**config.mk**
```make
export PLATFORM = sky130hd
export DESIGN_NAME = signed_int_to_decimal_ascii
export DESIGN_NICKNAME = d
export VERILOG_FILES = /design/src/hdl/sida_pkg.sv /design/src/hdl/sida_dabble_stage.sv /design/src/hdl/signed_int_to_decimal_ascii.sv
export SDC_FILE = /design/constraint.sdc
export NUM_CORES = 1
export LEC_CHECK = 0
export ABC_AREA = 1
export BUFFER_PORTS_ARGS = -buffer_cell sky130_fd_sc_hd__buf_4
export CORE_ASPECT_RATIO = 0.5
export CORE_MARGIN = 2
export CORE_UTILIZATION = 55
export CTS_CLUSTER_DIAMETER = 100
export DETAILED_ROUTE_END_ITERATION = 10
export PLACE_DENSITY = 0.75
export SLEW_MARGIN = 20
export SYNTH_ARGS = -nofsm -noshare
export SYNTH_HDL_FRONTEND = slang
export SYNTH_SLANG_ARGS = --single-unit
```
**constraint.sdc**
```tcl
create_clock -name aclk -period 6.55 [get_ports aclk]
set_clock_uncertainty 0.15 [all_clocks]
set_input_delay 0.9825 -clock aclk [delete_from_list [all_inputs] [get_ports aclk]]
set_output_delay 0.9825 -clock aclk [all_outputs]
set_load 0.02 [all_outputs]
```
**src/hdl/sida_pkg.sv**
```systemverilog
// shared types and constants for the signed integer to decimal text block
// no dependencies

package sida_pkg;

    localparam int VALUE_W         = 32;
    localparam int DIGIT_W         = 4;
    localparam int DIGITS          = 10;
    localparam int BCD_W           = DIGITS * DIGIT_W;
    localparam int CNT_W           = 4;
    localparam int CHAR_W          = 7;
    localparam int STEPS_PER_STAGE = 8;
    localparam int DABBLE_STAGES   = VALUE_W / STEPS_PER_STAGE;

    localparam logic [CHAR_W-1:0]  CHAR_MINUS = 7'd45;
    localparam logic [CHAR_W-1:0]  CHAR_ZERO  = 7'd48;
    localparam logic [DIGIT_W-1:0] DIGIT_FIVE = 4'd5;
    localparam logic [DIGIT_W-1:0] DIGIT_BIAS = 4'd3;

    // one word in flight through the shift-and-add-3 conversion
    typedef struct packed {
        logic               neg;
        logic [BCD_W-1:0]   bcd;
        logic [VALUE_W-1:0] bin;
    } dabble_t;

endpackage

```
**src/hdl/sida_dabble_stage.sv**
```systemverilog
// one registered slice of the binary to bcd conversion (several shift steps)
// depends on sida_pkg

module sida_dabble_stage (
    input  logic              aclk,
    input  logic              aresetn,
    input  logic              in_valid,
    input  sida_pkg::dabble_t in_data,
    output logic              in_ready,
    output logic              out_valid,
    output sida_pkg::dabble_t out_data,
    input  logic              out_ready
);

    logic                                            valid_reg;
    sida_pkg::dabble_t                               data_reg;
    sida_pkg::dabble_t                               data_next;
    logic [sida_pkg::BCD_W+sida_pkg::VALUE_W-1:0]    work;

    always_comb begin
        work = {in_data.bcd, in_data.bin};
        for (int s = 0; s < sida_pkg::STEPS_PER_STAGE; s++) begin
            for (int d = 0; d < sida_pkg::DIGITS; d++) begin
                if (work[sida_pkg::VALUE_W + d*sida_pkg::DIGIT_W +: sida_pkg::DIGIT_W]
                        >= sida_pkg::DIGIT_FIVE) begin
                    work[sida_pkg::VALUE_W + d*sida_pkg::DIGIT_W +: sida_pkg::DIGIT_W] =
                        work[sida_pkg::VALUE_W + d*sida_pkg::DIGIT_W +: sida_pkg::DIGIT_W]
                        + sida_pkg::DIGIT_BIAS;
                end
            end
            work = work << 1;
        end
        data_next.neg = in_data.neg;
        data_next.bcd = work[sida_pkg::VALUE_W +: sida_pkg::BCD_W];
        data_next.bin = work[sida_pkg::VALUE_W-1:0];
    end

    assign in_ready  = !valid_reg || out_ready;
    assign out_valid = valid_reg;
    assign out_data  = data_reg;

    always_ff @(posedge aclk) begin
        if (!aresetn) begin
            valid_reg <= 1'b0;
        end else if (in_ready) begin
            valid_reg <= in_valid;
        end
    end

    always_ff @(posedge aclk) begin
        if (in_ready && in_valid) begin
            data_reg <= data_next;
        end
    end

endmodule

```
**src/hdl/signed_int_to_decimal_ascii.sv**
```systemverilog
// signed 32-bit integer to decimal ascii text, one character per output word
// depends on sida_pkg and sida_dabble_stage
//
// usage:
//   s_axis carries one signed number per word in tdata. m_axis returns its
//   decimal text most significant character first: a '-' for a negative
//   number, then the digits without leading zeros (zero gives a single '0').
//   tlast marks the final character of each number.
// path: the first character of a number comes out once its word has passed
//   the input register, four conversion slices of eight shift steps, the
//   digit alignment register and the character serialiser.
// throughput: a number with n characters (1 to 11) holds the output for one
//   word per character; the character serialiser at the output sets the rate.
//   Up to six further numbers queue in the pipeline behind it, one per cycle
//   while the stages ahead have room.
// reset: aresetn low for one clock empties the pipeline and drops any partly
//   sent number; no words are valid afterwards.
// stall: while m_axis_tready is low the current character holds, the stages
//   behind fill up, and s_axis_tready drops once every stage is occupied.

module signed_int_to_decimal_ascii (
    input  logic        aclk,
    input  logic        aresetn,
    input  logic        s_axis_tvalid,
    output logic        s_axis_tready,
    input  logic [31:0] s_axis_tdata,   // [31:0] value
    output logic        m_axis_tvalid,
    input  logic        m_axis_tready,
    output logic [7:0]  m_axis_tdata,   // [6:0] char_code, [7] zero
    output logic        m_axis_tlast
);

    localparam int NS = sida_pkg::DABBLE_STAGES;

    // input register with magnitude
    logic              in_valid_reg;
    sida_pkg::dabble_t in_data_reg;
    sida_pkg::dabble_t in_data_next;

    logic              stg_valid [NS+1];
    sida_pkg::dabble_t stg_data  [NS+1];
    logic              stg_ready [NS+1];

    // alignment stage
    logic                             al_valid_reg;
    logic                             al_neg_reg;
    logic [sida_pkg::BCD_W-1:0]       al_bcd_reg;
    logic [sida_pkg::CNT_W-1:0]       al_cnt_reg;
    logic [sida_pkg::BCD_W-1:0]       al_bcd_next;
    logic [sida_pkg::CNT_W-1:0]       al_cnt_next;
    logic                             al_ready;

    // character serialiser
    logic                             busy_reg;
    logic                             minus_reg;
    logic [sida_pkg::BCD_W-1:0]       bcd_reg;
    logic [sida_pkg::CNT_W-1:0]       left_reg;
    logic                             load_ok;
    logic                             out_take;
    logic [sida_pkg::CHAR_W-1:0]      char_code;
    logic                             char_last;

    always_comb begin
        in_data_next.neg = s_axis_tdata[sida_pkg::VALUE_W-1];
        in_data_next.bin = s_axis_tdata[sida_pkg::VALUE_W-1]
                           ? (sida_pkg::VALUE_W'(0) - s_axis_tdata) : s_axis_tdata;
        in_data_next.bcd = '0;
    end

    assign s_axis_tready = !in_valid_reg || stg_ready[0];

    always_ff @(posedge aclk) begin
        if (!aresetn) begin
            in_valid_reg <= 1'b0;
        end else if (s_axis_tready) begin
            in_valid_reg <= s_axis_tvalid;
        end
    end

    always_ff @(posedge aclk) begin
        if (s_axis_tready && s_axis_tvalid) begin
            in_data_reg <= in_data_next;
        end
    end

    assign stg_valid[0]  = in_valid_reg;
    assign stg_data[0]   = in_data_reg;
    assign stg_ready[NS] = al_ready;

    for (genvar i = 0; i < NS; i++) begin : g_dabble
        sida_dabble_stage u_stage (
            .aclk      (aclk),
            .aresetn   (aresetn),
            .in_valid  (stg_valid[i]),
            .in_data   (stg_data[i]),
            .in_ready  (stg_ready[i]),
            .out_valid (stg_valid[i+1]),
            .out_data  (stg_data[i+1]),
            .out_ready (stg_ready[i+1])
        );
    end

    // find the leading digit and move it to the top
    always_comb begin
        al_bcd_next = stg_data[NS].bcd;
        al_cnt_next = sida_pkg::CNT_W'(1);
        for (int d = 1; d < sida_pkg::DIGITS; d++) begin
            if (stg_data[NS].bcd[d*sida_pkg::DIGIT_W +: sida_pkg::DIGIT_W] != '0) begin
                al_cnt_next = sida_pkg::CNT_W'(d + 1);
                al_bcd_next = stg_data[NS].bcd
                              << (sida_pkg::DIGIT_W * (sida_pkg::DIGITS - 1 - d));
            end
        end
        if (stg_data[NS].bcd[sida_pkg::BCD_W-1 -: sida_pkg::DIGIT_W] == '0
                && al_cnt_next == sida_pkg::CNT_W'(1)) begin
            al_bcd_next = stg_data[NS].bcd
                          << (sida_pkg::DIGIT_W * (sida_pkg::DIGITS - 1));
        end
    end

    assign out_take = busy_reg && m_axis_tready;
    assign load_ok  = !busy_reg || (m_axis_tready && char_last);
    assign al_ready = !al_valid_reg || load_ok;

    always_ff @(posedge aclk) begin
        if (!aresetn) begin
            al_valid_reg <= 1'b0;
        end else if (al_ready) begin
            al_valid_reg <= stg_valid[NS];
        end
    end

    always_ff @(posedge aclk) begin
        if (al_ready && stg_valid[NS]) begin
            al_neg_reg <= stg_data[NS].neg;
            al_bcd_reg <= al_bcd_next;
            al_cnt_reg <= al_cnt_next;
        end
    end

    always_ff @(posedge aclk) begin
        if (!aresetn) begin
            busy_reg <= 1'b0;
        end else if (load_ok) begin
            busy_reg <= al_valid_reg;
        end
    end

    always_ff @(posedge aclk) begin
        if (load_ok && al_valid_reg) begin
            minus_reg <= al_neg_reg;
            bcd_reg   <= al_bcd_reg;
            left_reg  <= al_cnt_reg;
        end else if (out_take) begin
            if (minus_reg) begin
                minus_reg <= 1'b0;
            end else begin
                bcd_reg  <= bcd_reg << sida_pkg::DIGIT_W;
                left_reg <= left_reg - sida_pkg::CNT_W'(1);
            end
        end
    end

    assign char_code = minus_reg ? sida_pkg::CHAR_MINUS
                     : sida_pkg::CHAR_ZERO
                       + sida_pkg::CHAR_W'(bcd_reg[sida_pkg::BCD_W-1 -: sida_pkg::DIGIT_W]);
    assign char_last = !minus_reg && (left_reg == sida_pkg::CNT_W'(1));

    assign m_axis_tvalid = busy_reg;
    assign m_axis_tdata  = {1'b0, char_code};
    assign m_axis_tlast  = char_last;

endmodule

```
---- Yosys cells after proc, flatten, opt, wreduce, memory -nomap -nowiden ----
Index checks and enable logic that the tools add are counted.
word-level totals
  register bits after elaboration ......... 330
  latch bits .............................. 0
  bits in writable memories ............... 0
  memory bits (read-only) ................. 0
  output and inout bits ................... 11
  memories ................................ 0
operators by class
  add/subtract/negate cells ............... 268
  multiply operators ...................... 0
  div/mod/pow operators ................... 0
  order comparisons ....................... 265
  eq/ne operators ......................... 3
  shifts and indexed selects .............. 0
  multiplexer cells ....................... 294
  bitwise operators ....................... 0
  reduce and logical (&&, ||, !) cells .... 38
operators by type and width
  operator               number
  $ge 4x3->1 const B     255
  $mux 4                 253
  $add 4x2->4 const B    234
  $mux 40                13
  $mux 3                 22
  $add 3x2->3 const B    21
  $reduce_bool 4->1      9
  $sub 1x32->32 const A  1
  $mux 31                1
  $add 1x2->3 const B    9
  $ge 1x3->1 const B     9
  $logic_and 1x1->1      11
  $eq 4x1->1 const B     2
  $logic_not 1->1        8
  $add 6x4->7 const A    1
  $logic_or 1x1->1       7
  $mux 7                 1
  $logic_not 4->1        1
  $sub 4x1->4 const B    1
  $add 1x2->3 const AB   1
  $ge 1x3->1 const AB    1
  $mux 1                 3
  $mux 2                 1
  $ne 2x1->1 const B     1
  2 further kinds        2

---- Longest topological paths before layout ----
Gate-level depths: netlist of run 1.
  depth in word-level cells ............... 16
  mapped depth ............................ 49

---- Cells and area by module ----
Synthesis of run 1 repeated with hierarchy kept, for this count alone.
unflattened totals
  cells, all modules ...................... 7,278
  area total of the unflattened synthesis .. 47,404.2 sq um
by module, submodules not included
  module                       instances  cells each  area each (sq um)  sequential area each (sq um)
  sida_dabble_stage            4          1,608       9,944.5            1,971.9
  signed_int_to_decimal_ascii  1          846         7,626.1            3,753.6

---- Least setup slack after synthesis of run 1 ----
No wires, ideal clock.
  path type ............................... flip-flop to flip-flop
  start ................................... register g_dabble[0].u_stage.data_reg (netlist bit g_dabble[0].u_stage.out_data[36])
  end ..................................... register g_dabble[1].u_stage.data_reg (netlist bit g_dabble[1].u_stage.out_data[49]) (data pin)
  setup time .............................. 261 ps
  arrival time ............................ 5,217 ps
  setup slack ............................. 921 ps
  cell stages (with the launch flop) ...... 37
  cell sequence ........................... edfxtp_1 inv_1 ha_1 inv_1 nand2_2 nand3_2 nand3_1 nand2_1 ha_1 a21o_1 nand4_1 nand2_2 ha_1 nand2_1 nand3_1 o21ai_1 nand2_2 nand2_1 nand3_1 ha_1 a21oi_1 inv_1 or2_2 o21ai_0 inv_1 or2_2 nand3_2 xor2_1 nand2_1 nand4_1 nand2_1 inv_1 ha_1 inv_1 o21ai_0 inv_1 xor2_1
RTL lines
  element                 RTL line                 text
  start, declared         sida_dabble_stage.sv:16  sida_pkg::dabble_t data_reg;
  start signal, assigned  sida_dabble_stage.sv:52  data_reg <= data_next;
  end signal, assigned    sida_dabble_stage.sv:52
  end, declared           sida_dabble_stage.sv:16

==> metrics.cfg, run 1 <==
[drt]
top_layer = met4
route.detailed.drc = 0
wl_per_cell_um = 12.1
vias = 23626
dr_wl_met3_mm = 1.95
vias_per_cell = 5.29
wl_met1_mm = 24.8
wl_mm = 54.0
ant_nets = 0
drtPass1Iterations = 5
drtIter0Drc = 1238
dr_wl_met2_mm = 26.2

[logic_synthesis]
synth_compound_area_share_pct = 10.9
synthMuxAreaShare_pct = 1.47
synthXorXnorAreaFrac_pct = 4.43
yosysTopAreaCell = edfxtp_1
ys_top_cells_by_area = edfxtp_1 30%, nand2_1 14%, inv_1 8.2%, ha_1 6.5%, nand3_1 5.8%
synth_top_family_by_area = simple AND/OR/NAND/NOR gates
syn-cell-area_sq_um = 27500
synth_area_per_cell_sq_um = 7.36
synth_seq_area_share_pct = 30.7
synth.top_cell.area_share_pct = 30.2
synth_edf_count = 277
synth_fa_ha_area_share_pct = 6.55
yosys_warnings = 0
syn_inst = 3738
synth-seq-cells = 284
synth.distinct_cells = 59
async_reset_ff_share_pct = 0
synthFlopType = edfxtp_1
synth-simple-area-share_pct = 36.7

[sta]
slew_headroom_pct = 31.8
finalHoldViolations = 0
finalCriticalPeriod_ps = 5970
postLayoutSetupSlackWorst_ps = 575
clock.fmax_ghz = 0.167
fin_crit_sh_pct = 91.2
slew_viol_final = 0
worst_pin_slew_ps = 1020
setup_violations = 0

[clock_tree]
numCtsBuffers = 28
numClockSinks = 284
cts-root-buf = clkbuf_16
clk_path_buf_depth = 3
clkTransAtPathRegs_ps = 70
postCtsHoldBufs = 0
insertion_delay_ps = 590
cts_max_level = 1
cts_tree = yes

[finish]
diodes = 0
drive_gt1_share_pct = 17.3
largest_register_ffs = 154
final_area_sq_um = 29800
num-nets-final = 3972
num-fill-cells = 4365
synthToLayoutAreaGrowth_pct = 8.34

[floorplanning]
die_h_um = 162
num_rows = 57
design.core.area_sq_um = 48900
dieArea_sq_um = 51900
ios = 47
die_w_um = 320
floorplan.initialDensity_pct = 56.2

[global_route]
antenna_found_initial = 0
grt_pass1_wl_mm = 96.4
grt_max_degree = 51
track_usage_pct = 21.2
first_global_vias = 22554
gr-total-overflow = 0

[critical_path]
end_kind = register
cp.required_ps = 6720
slowest_stage = edfxtp_1
path_class = reg2reg
crit_path_max_incr_delay_ps = 440
path_common_cell = nand2_1
critPathMaxFanout = 5
cp_data_arrival_time_ps = 6150
setup.worst_path.start_class = register

[place]
dpl_cell_area_sq_um = 28700
pre_cts_slack_ps = 240
hpwl_mm = 42.0
place_congestion = 0.942
io_buffers = 43

[worst_hold_path]
hold_class = reg2reg

[outcome]
status = finished clean

[run]
cap_viol_max_count = 0

routing by layer:
metal | up-vias | GRT usage, %
li1 | 12599 | -
met1 | 10626 | 26.0
met2 | 321 | 39.4
met3 | 80 | 2.93
met4 | 0 | 5.04
met5 | - | 0
synthesized netlist by cell type (32+ instances only):
| cell | instances |
|---|---|
| a21oi_1 | 67 |
| and2_1 | 32 |
| edfxtp_1 | 277 |
| ha_1 | 144 |
| inv_1 | 601 |
| mux2_2 | 36 |
| nand2_1 | 1028 |
| nand2_2 | 201 |
| nand3_1 | 318 |
| nand3_2 | 100 |
| nand4_1 | 135 |
| nor2_1 | 95 |
| o21ai_0 | 130 |
| o21ai_1 | 38 |
| o21ai_2 | 45 |
| xor2_1 | 76 |
metrics by stage:
step	utilization, %	TNS (ps)	hold slack (ps)	instances
6_report	60.9	0	265	4463
2_1_floorplan	-	0	250	3739
3_3_place_gp	58.6	0	251	4407
4_1_cts	60.6	0	268	4459
5_1_grt	60.9	-28.0	268	4463
3_5_place_dp	58.6	0	255	4407
worst paths after layout:
kind                            depth (start not counted)  slack [ps]                              from                                to
worst min register to register                          0         260  g_dabble[0].u_stage.out_data[12]  g_dabble[1].u_stage.out_data[20]
worst max-delay path                                   40         580  g_dabble[0].u_stage.out_data[36]  g_dabble[1].u_stage.out_data[49]
worst max register to register                         40         580  g_dabble[0].u_stage.out_data[36]  g_dabble[1].u_stage.out_data[49]
worst min-delay path                                    0         260  g_dabble[0].u_stage.out_data[12]  g_dabble[1].u_stage.out_data[20]
final cells by class:
type	instances	area, sq um	area share [%]
tap	649	812	2.72
timing repair buffer	62	478	1.60
clock inverter	17	214	0.718
multi-input combinational	2783	16700	56.0
sequential	284	8460	28.4
clock buffer	35	768	2.58
inverter	633	2380	7.98
cells by family after synthesis:
logic type                 Yosys count
xor gates and xnor gates           121
muxes                               36
adders and majority gates          144
DFF                                284
AOI/OAI and AO/OA                  457
and+or+nand+nor                   2022
other                                2
buffers and inverters              672
placed cells by master, fill, tap and decap left out, types with 27 or more instances in the layout:
cell / instances
nand2_4: 30
nand2_2: 204
inv_1: 600
nand4_1: 135
o21ai_0: 128
inv_2: 29
o211ai_1: 30
nand3_1: 311
nor2_1: 92
o21ai_1: 38
a21o_1: 27
o21ai_2: 47
clkbuf_16: 29
a21oi_1: 64
mux2_2: 36
xor2_1: 75
nand2_1: 1025
nand3_2: 107
edfxtp_1: 277
buf_4: 61
ha_1: 144
worst max-delay path: cells and delay by family (launching register included):
kind,cells,cell delay [ps]
AND/OR/NAND/NOR,21,2550
adder cells (fa/ha/maj),6,1170
AO/OA/AOI/OAI,5,740
buffers and inverters,7,520
flip-flops,1,440
XOR/XNOR,1,160
timing repair:
| item | 4_1_cts | 5_1_grt |
|---|---|---|
| setup buffers | 0 | 3 |
| setup endpoints to repair | 0 | 26 |
| gates resized for setup | 0 | 26 |
| endpoints found under the hold margin | 0 | 0 |
Power of run 1 is not shown: default switching activity piles up to over one toggle a cycle in this logic, so the estimate is an artifact.
==> inputs of run 2 (changes only) <==
--- a/config.mk
+++ b/config.mk
@@ -10,6 +10,7 @@
 export CORE_ASPECT_RATIO = 0.5
 export CORE_MARGIN = 2
 export CORE_UTILIZATION = 55
+export CTS_BUF_LIST = sky130_fd_sc_hd__clkbuf_2 sky130_fd_sc_hd__clkbuf_4 sky130_fd_sc_hd__clkbuf_8
 export CTS_CLUSTER_DIAMETER = 100
 export DETAILED_ROUTE_END_ITERATION = 10
 export PLACE_DENSITY = 0.75
==> run 2 against run 1 <==
  * Worst setup slack better by 16 ps
  * Critical path depth is 1 higher
  * Cell area is 0.19% lower
  * Largest cell class unchanged
  * Global-route usage is 0.16 points lower
  * First-iteration DRC count is 6.1% lower
  * Worst hold slack worse by 16 ps
  * Clock-buffer cell count is 23 higher
  * Critical endpoint is now g_dabble[2].u_stage.out_data[46]
  * Critical path type unchanged
==> metrics.cfg, run 2 (synthesis gave the netlist of run 1 again) <==
[outcome]
status = finished clean

[finish]
largest_register_ffs = 154  ; unchanged
layout_commonest_cell = nand2_1
final_util_pct = 60.8  ; -0.12 points
final_cell_mix = 1026 x nand2_1, 600 x inv_1, 313 x nand3_1
num-nets-final = 3988  ; +0.40%
synthToLayoutAreaGrowth_pct = 8.14
regArea_sq_um = 8460  ; unchanged
final_area_sq_um = 29700  ; -0.19%
diodes = 0  ; unchanged
num-fill-cells = 4371  ; +0.14%
multi_input_area_sq_um = 16700  ; about the same
drive_gt1_share_pct = 17.7  ; +0.40 points

[critical_path]
end_kind = register
slowest_stage = edfxtp_1
reg2reg_slack_ps = 590  ; +20 ps
crit_path_max_incr_delay_ps = 420  ; -20 ps
timing.rr.end = g_dabble[2].u_stage.out_data[46]
r2r.worst_path.cells = 41  ; +2.5%
rr_startpoint = g_dabble[1].u_stage.out_data[44]
path_class = reg2reg
setup.worst_path.start_class = register
cp_data_arrival_time_ps = 6150  ; about the same
critPathMaxFanout = 5  ; unchanged
cp.required_ps = 6740  ; +20 ps
path_common_cell = nand2_1

[worst_hold_path]
hold_class = reg2reg
hold_end = g_dabble[1].u_stage.out_data[20]
min_delay_path_depth = 0  ; unchanged
hold_start = g_dabble[0].u_stage.out_data[12]

[drt]
drtPass1Iterations = 6  ; +1
wl_per_cell_um = 11.9  ; -1.6%
route.detailed.drc = 0  ; unchanged
vias_per_cell = 5.26  ; -0.61%
wl_mm = 53.5  ; -1.1%
drtIter0Drc = 1162  ; -6.1%
ant_nets = 0  ; unchanged
vias = 23618  ; -0.034%

[floorplanning]
num_rows = 57  ; unchanged
dieArea_sq_um = 51900  ; unchanged
design.core.area_sq_um = 48900  ; unchanged
die_w_um = 320  ; unchanged
die_h_um = 162  ; unchanged
floorplan.initialDensity_pct = 56.2  ; unchanged
ios = 47  ; unchanged

[clock_tree]
numClockSinks = 284  ; unchanged
cts-root-buf = clkbuf_8
clkTransAtPathRegs_ps = 60  ; about the same
cts_tree = yes
insertion_delay_ps = 600  ; about the same
postCtsHoldBufs = 0  ; unchanged
cts_max_level = 2  ; +1
clk_path_buf_depth = 3  ; unchanged
numCtsBuffers = 44  ; +57%

[global_route]
grt_pass1_wl_mm = 95.7  ; -0.74%
grt_max_degree = 51  ; unchanged
first_global_vias = 22555  ; +0.0044%
gr-total-overflow = 0  ; unchanged
antenna_found_initial = 0  ; unchanged
track_usage_pct = 21.0  ; -0.16 points

[sta]
fin_crit_sh_pct = 91.0  ; -0.25 points
setup_tns_ps = 0  ; unchanged
finalCriticalPeriod_ps = 5960  ; -16.2 ps
finalHoldViolations = 0  ; unchanged
worst_pin_slew_ps = 1030  ; +5.17 ps
clock.fmax_ghz = 0.168  ; +0.27%
slew_viol_final = 0  ; unchanged
setup_violations = 0  ; unchanged
fin_hold_ws_ps = 249  ; -16.0 ps
slew_headroom_pct = 31.5  ; -0.35 points

[place]
hpwl_mm = 42.0  ; unchanged
dpl_cell_area_sq_um = 28700  ; unchanged
place_congestion = 0.942  ; unchanged
io_buffers = 43  ; unchanged

[run]
cap_viol_max_count = 0  ; unchanged

run 2: how the worst max path moves through the flow:
| stage | from | cells past startpoint | to | slack, ps |
|---|---|---|---|---|
| 2_1_floorplan | g_dabble[0].u_stage.out_data[36] | 36 | g_dabble[1].u_stage.out_data[49] | 920 |
| 5_1_grt | g_dabble[1].u_stage.out_data[40] | 41 | g_dabble[2].u_stage.out_data[46] | -30 |
| 4_1_cts | g_dabble[0].u_stage.out_data[36] | 36 | g_dabble[1].u_stage.out_data[49] | 230 |
| 6_report | g_dabble[1].u_stage.out_data[44] | 41 | g_dabble[2].u_stage.out_data[46] | 590 |
| 3_3_place_gp | g_dabble[0].u_stage.out_data[36] | 36 | g_dabble[1].u_stage.out_data[49] | 630 |
| 3_5_place_dp | g_dabble[0].u_stage.out_data[36] | 36 | g_dabble[1].u_stage.out_data[49] | 240 |
run 2: repair_timing:
item | 4_1_cts | 5_1_grt
setup endpoints to repair | 0 | 24
resized for setup | 0 | 22
setup buffers | 0 | 3
run 2: worst max-delay path: cells and delay by family, from the launching register on:
| kind | cells | cell delay, ps |
|---|---|---|
| and+or+nand+nor | 31 | 3560 |
| DFF | 1 | 420 |
| adders and majority gates | 7 | 1310 |
| buffers and inverters | 3 | 230 |
run 2: final cells by class:
| cell class | count | share of cell area (%) |
|---|---|---|
| clock inverter | 20 | 0.648 |
| timing repair buffer | 62 | 1.61 |
| sequential | 284 | 28.4 |
| tap | 649 | 2.73 |
| clock buffer | 58 | 2.52 |
| inverter | 633 | 7.99 |
| multi-input combinational | 2783 | 56.1 |
run 2: metal layers:
layer | GRT usage, % | share of wire [%]
met2 | 39.0 | 48
met3 | 3.17 | 3.9
met5 | 0 | 0
met1 | 25.7 | 46
met4 | 5.14 | 2.0
run 2: per-stage QoR:
| step | std cells | worst slack, ps |
|---|---|---|
| 6_report | 4489 | 591 |
| 4_1_cts | 4485 | 227 |
| 5_1_grt | 4489 | -26.5 |
| 3_3_place_gp | 4407 | 629 |
| 3_5_place_dp | 4407 | 240 |
| 2_1_floorplan | 3739 | 921 |
Power of run 2 is left out for the same reason.
==> inputs of run 3 (changes only) <==
--- a/config.mk
+++ b/config.mk
@@ -7,7 +7,7 @@
 export LEC_CHECK = 0
 export ABC_AREA = 1
 export BUFFER_PORTS_ARGS = -buffer_cell sky130_fd_sc_hd__buf_4
-export CORE_ASPECT_RATIO = 0.5
+export CORE_ASPECT_RATIO = 1.1
 export CORE_MARGIN = 2
 export CORE_UTILIZATION = 55
 export CTS_BUF_LIST = sky130_fd_sc_hd__clkbuf_2 sky130_fd_sc_hd__clkbuf_4 sky130_fd_sc_hd__clkbuf_8
==> run 3 against run 2 <==
  * Via count up 0.88%
  * Worst setup slack worse by 37 ps
  * Clock-buffer cell count unchanged
  * Global-route usage up 0.18 points
  * Critical path type unchanged
  * Critical endpoint is now g_dabble[1].u_stage.out_data[49]
==> metrics.cfg, run 3 (synthesis gave the netlist of run 1 again) <==
[outcome]
status = finished clean

[clock_tree]
clk_path_buf_depth = 3  ; unchanged
cts_max_level = 2  ; unchanged
numClockSinks = 284  ; unchanged
cts-root-buf = clkbuf_8
cts_tree = yes
numCtsBuffers = 50  ; +14%
clkTransAtPathRegs_ps = 60  ; about the same
insertion_delay_ps = 630  ; +30 ps
postCtsHoldBufs = 0  ; unchanged

[sta]
clock.fmax_ghz = 0.167  ; -0.61%
fin_crit_sh_pct = 91.5  ; +0.56 points
slew_viol_final = 0  ; unchanged
worst_pin_slew_ps = 693  ; -333 ps
rsz0062_at_grt = false
finalCriticalPeriod_ps = 6000  ; +36.8 ps
slew_headroom_pct = 53.5  ; +22 points
setup_tns_ps = 0  ; unchanged
setup_violations = 0  ; unchanged
finalHoldViolations = 0  ; unchanged

[drt]
vias_per_cell = 5.28  ; +0.44%
drtIter0Drc = 1300  ; +12%
route.detailed.drc = 0  ; unchanged
ant_nets = 0  ; unchanged
wl_mm = 53.6  ; +0.27%
drtPass1Iterations = 6  ; unchanged
vias = 23827  ; +0.88%
wl_per_cell_um = 11.9  ; -0.18%

[worst_hold_path]
hold_start = g_dabble[1].u_stage.out_data[17]
hold_class = reg2reg
hold_end = g_dabble[2].u_stage.out_data[25]
min_delay_path_depth = 0  ; unchanged

[critical_path]
end_kind = register
reg2reg_slack_ps = 550  ; -40 ps
crit_path_max_incr_delay_ps = 450  ; +30 ps
path_class = reg2reg
path_common_cell = nand2_1
cp.required_ps = 6760  ; +20 ps
critPathMaxFanout = 5  ; unchanged
r2r.worst_path.cells = 40  ; -2.4%
timing.rr.end = g_dabble[1].u_stage.out_data[49]
slowest_stage = edfxtp_1
setup.worst_path.start_class = register
rr_startpoint = g_dabble[0].u_stage.out_data[36]
cp_data_arrival_time_ps = 6210  ; +60 ps

[finish]
multi_input_area_sq_um = 16600  ; -0.26%
num-fill-cells = 4463  ; +2.1%
final_cell_mix = 1027 x nand2_1, 601 x inv_1, 316 x nand3_1
layout_commonest_cell = nand2_1
synthToLayoutAreaGrowth_pct = 8.95
drive_gt1_share_pct = 17.7  ; -0.022 points
regArea_sq_um = 8460  ; unchanged
num-nets-final = 3996  ; +0.20%
largest_register_ffs = 154  ; unchanged

[floorplanning]
ios = 47  ; unchanged
die_h_um = 239  ; +47%
floorplan.initialDensity_pct = 56.0  ; -0.24 points
dieArea_sq_um = 51800  ; -0.20%
die_w_um = 217  ; -32%
design.core.area_sq_um = 49100  ; +0.43%
num_rows = 85  ; +49%

[global_route]
antenna_found_initial = 1  ; +1
grt_pass1_wl_mm = 94.5  ; -1.3%
grt_max_degree = 51  ; unchanged
first_global_vias = 22413  ; -0.63%
gr-total-overflow = 0  ; unchanged
track_usage_pct = 21.2  ; +0.18 points

[run]
cap_viol_max_count = 0  ; unchanged

[place]
io_buffers = 43  ; unchanged
hpwl_mm = 41.6  ; -0.87%
place_congestion = 1.00  ; +6.7%

## run 3: worst max path at each step
stage                                           from                               end  slack, ps  cells after the start
finish              g_dabble[0].u_stage.out_data[36]  g_dabble[1].u_stage.out_data[49]        550                     40
global route        g_dabble[0].u_stage.out_data[36]  g_dabble[1].u_stage.out_data[49]          5                     40
CTS                 g_dabble[0].u_stage.out_data[36]  g_dabble[1].u_stage.out_data[49]        370                     36
detailed placement  g_dabble[0].u_stage.out_data[36]  g_dabble[1].u_stage.out_data[49]        390                     36
global placement    g_dabble[0].u_stage.out_data[36]  g_dabble[1].u_stage.out_data[49]        520                     36
floorplan           g_dabble[0].u_stage.out_data[36]  g_dabble[1].u_stage.out_data[49]        920                     36
## run 3: through the flow
stage	cells	util [%]	setup WS [ps]	hold WS (ps)	instance area (sq um)
after CTS	4504	60.8	372	263	29900
after global placement	4412	58.4	517	251	28700
final	4509	61.0	555	265	30000
after global routing	4509	61.0	5.17	275	30000
after floorplan	3739	-	921	250	27500
after detailed placement	4412	58.4	394	255	28700
## run 3: area by class of cell
cell class | instances | share of cell area [%]
clock buffer | 58 | 2.52
tap | 652 | 2.72
sequential | 284 | 28.2
antenna | 1 | 0.00835
timing repair buffer | 64 | 1.64
clock inverter | 34 | 1.44
multi-input combinational | 2783 | 55.5
inverter | 633 | 7.93
## run 3: timing repair
action / in CTS / in global routing
resized for setup: 0 / 13
setup endpoints to repair: 0 / 16
setup buffers: 0 / 3
hold endpoints to repair: 0 / 0
## run 3: worst max-delay path, delay by kind of cell (launching register included)
kind / cells / cell delay, ps
compound gates: 5 / 840
xor+xnor: 1 / 160
fa+ha+maj: 6 / 1120
buf+inv: 7 / 490
flops: 1 / 450
simple gates: 21 / 2490
## run 3: metal layers
layer	vias up	routed length, um	track usage (%)
met1	10581	22000	22.9
met4	0	2010	8.36
met2	425	27600	41.2
met5	-	0	0
met3	167	2030	3.12
li1	12654	-	-
Power of run 3 is left out for the same reason.
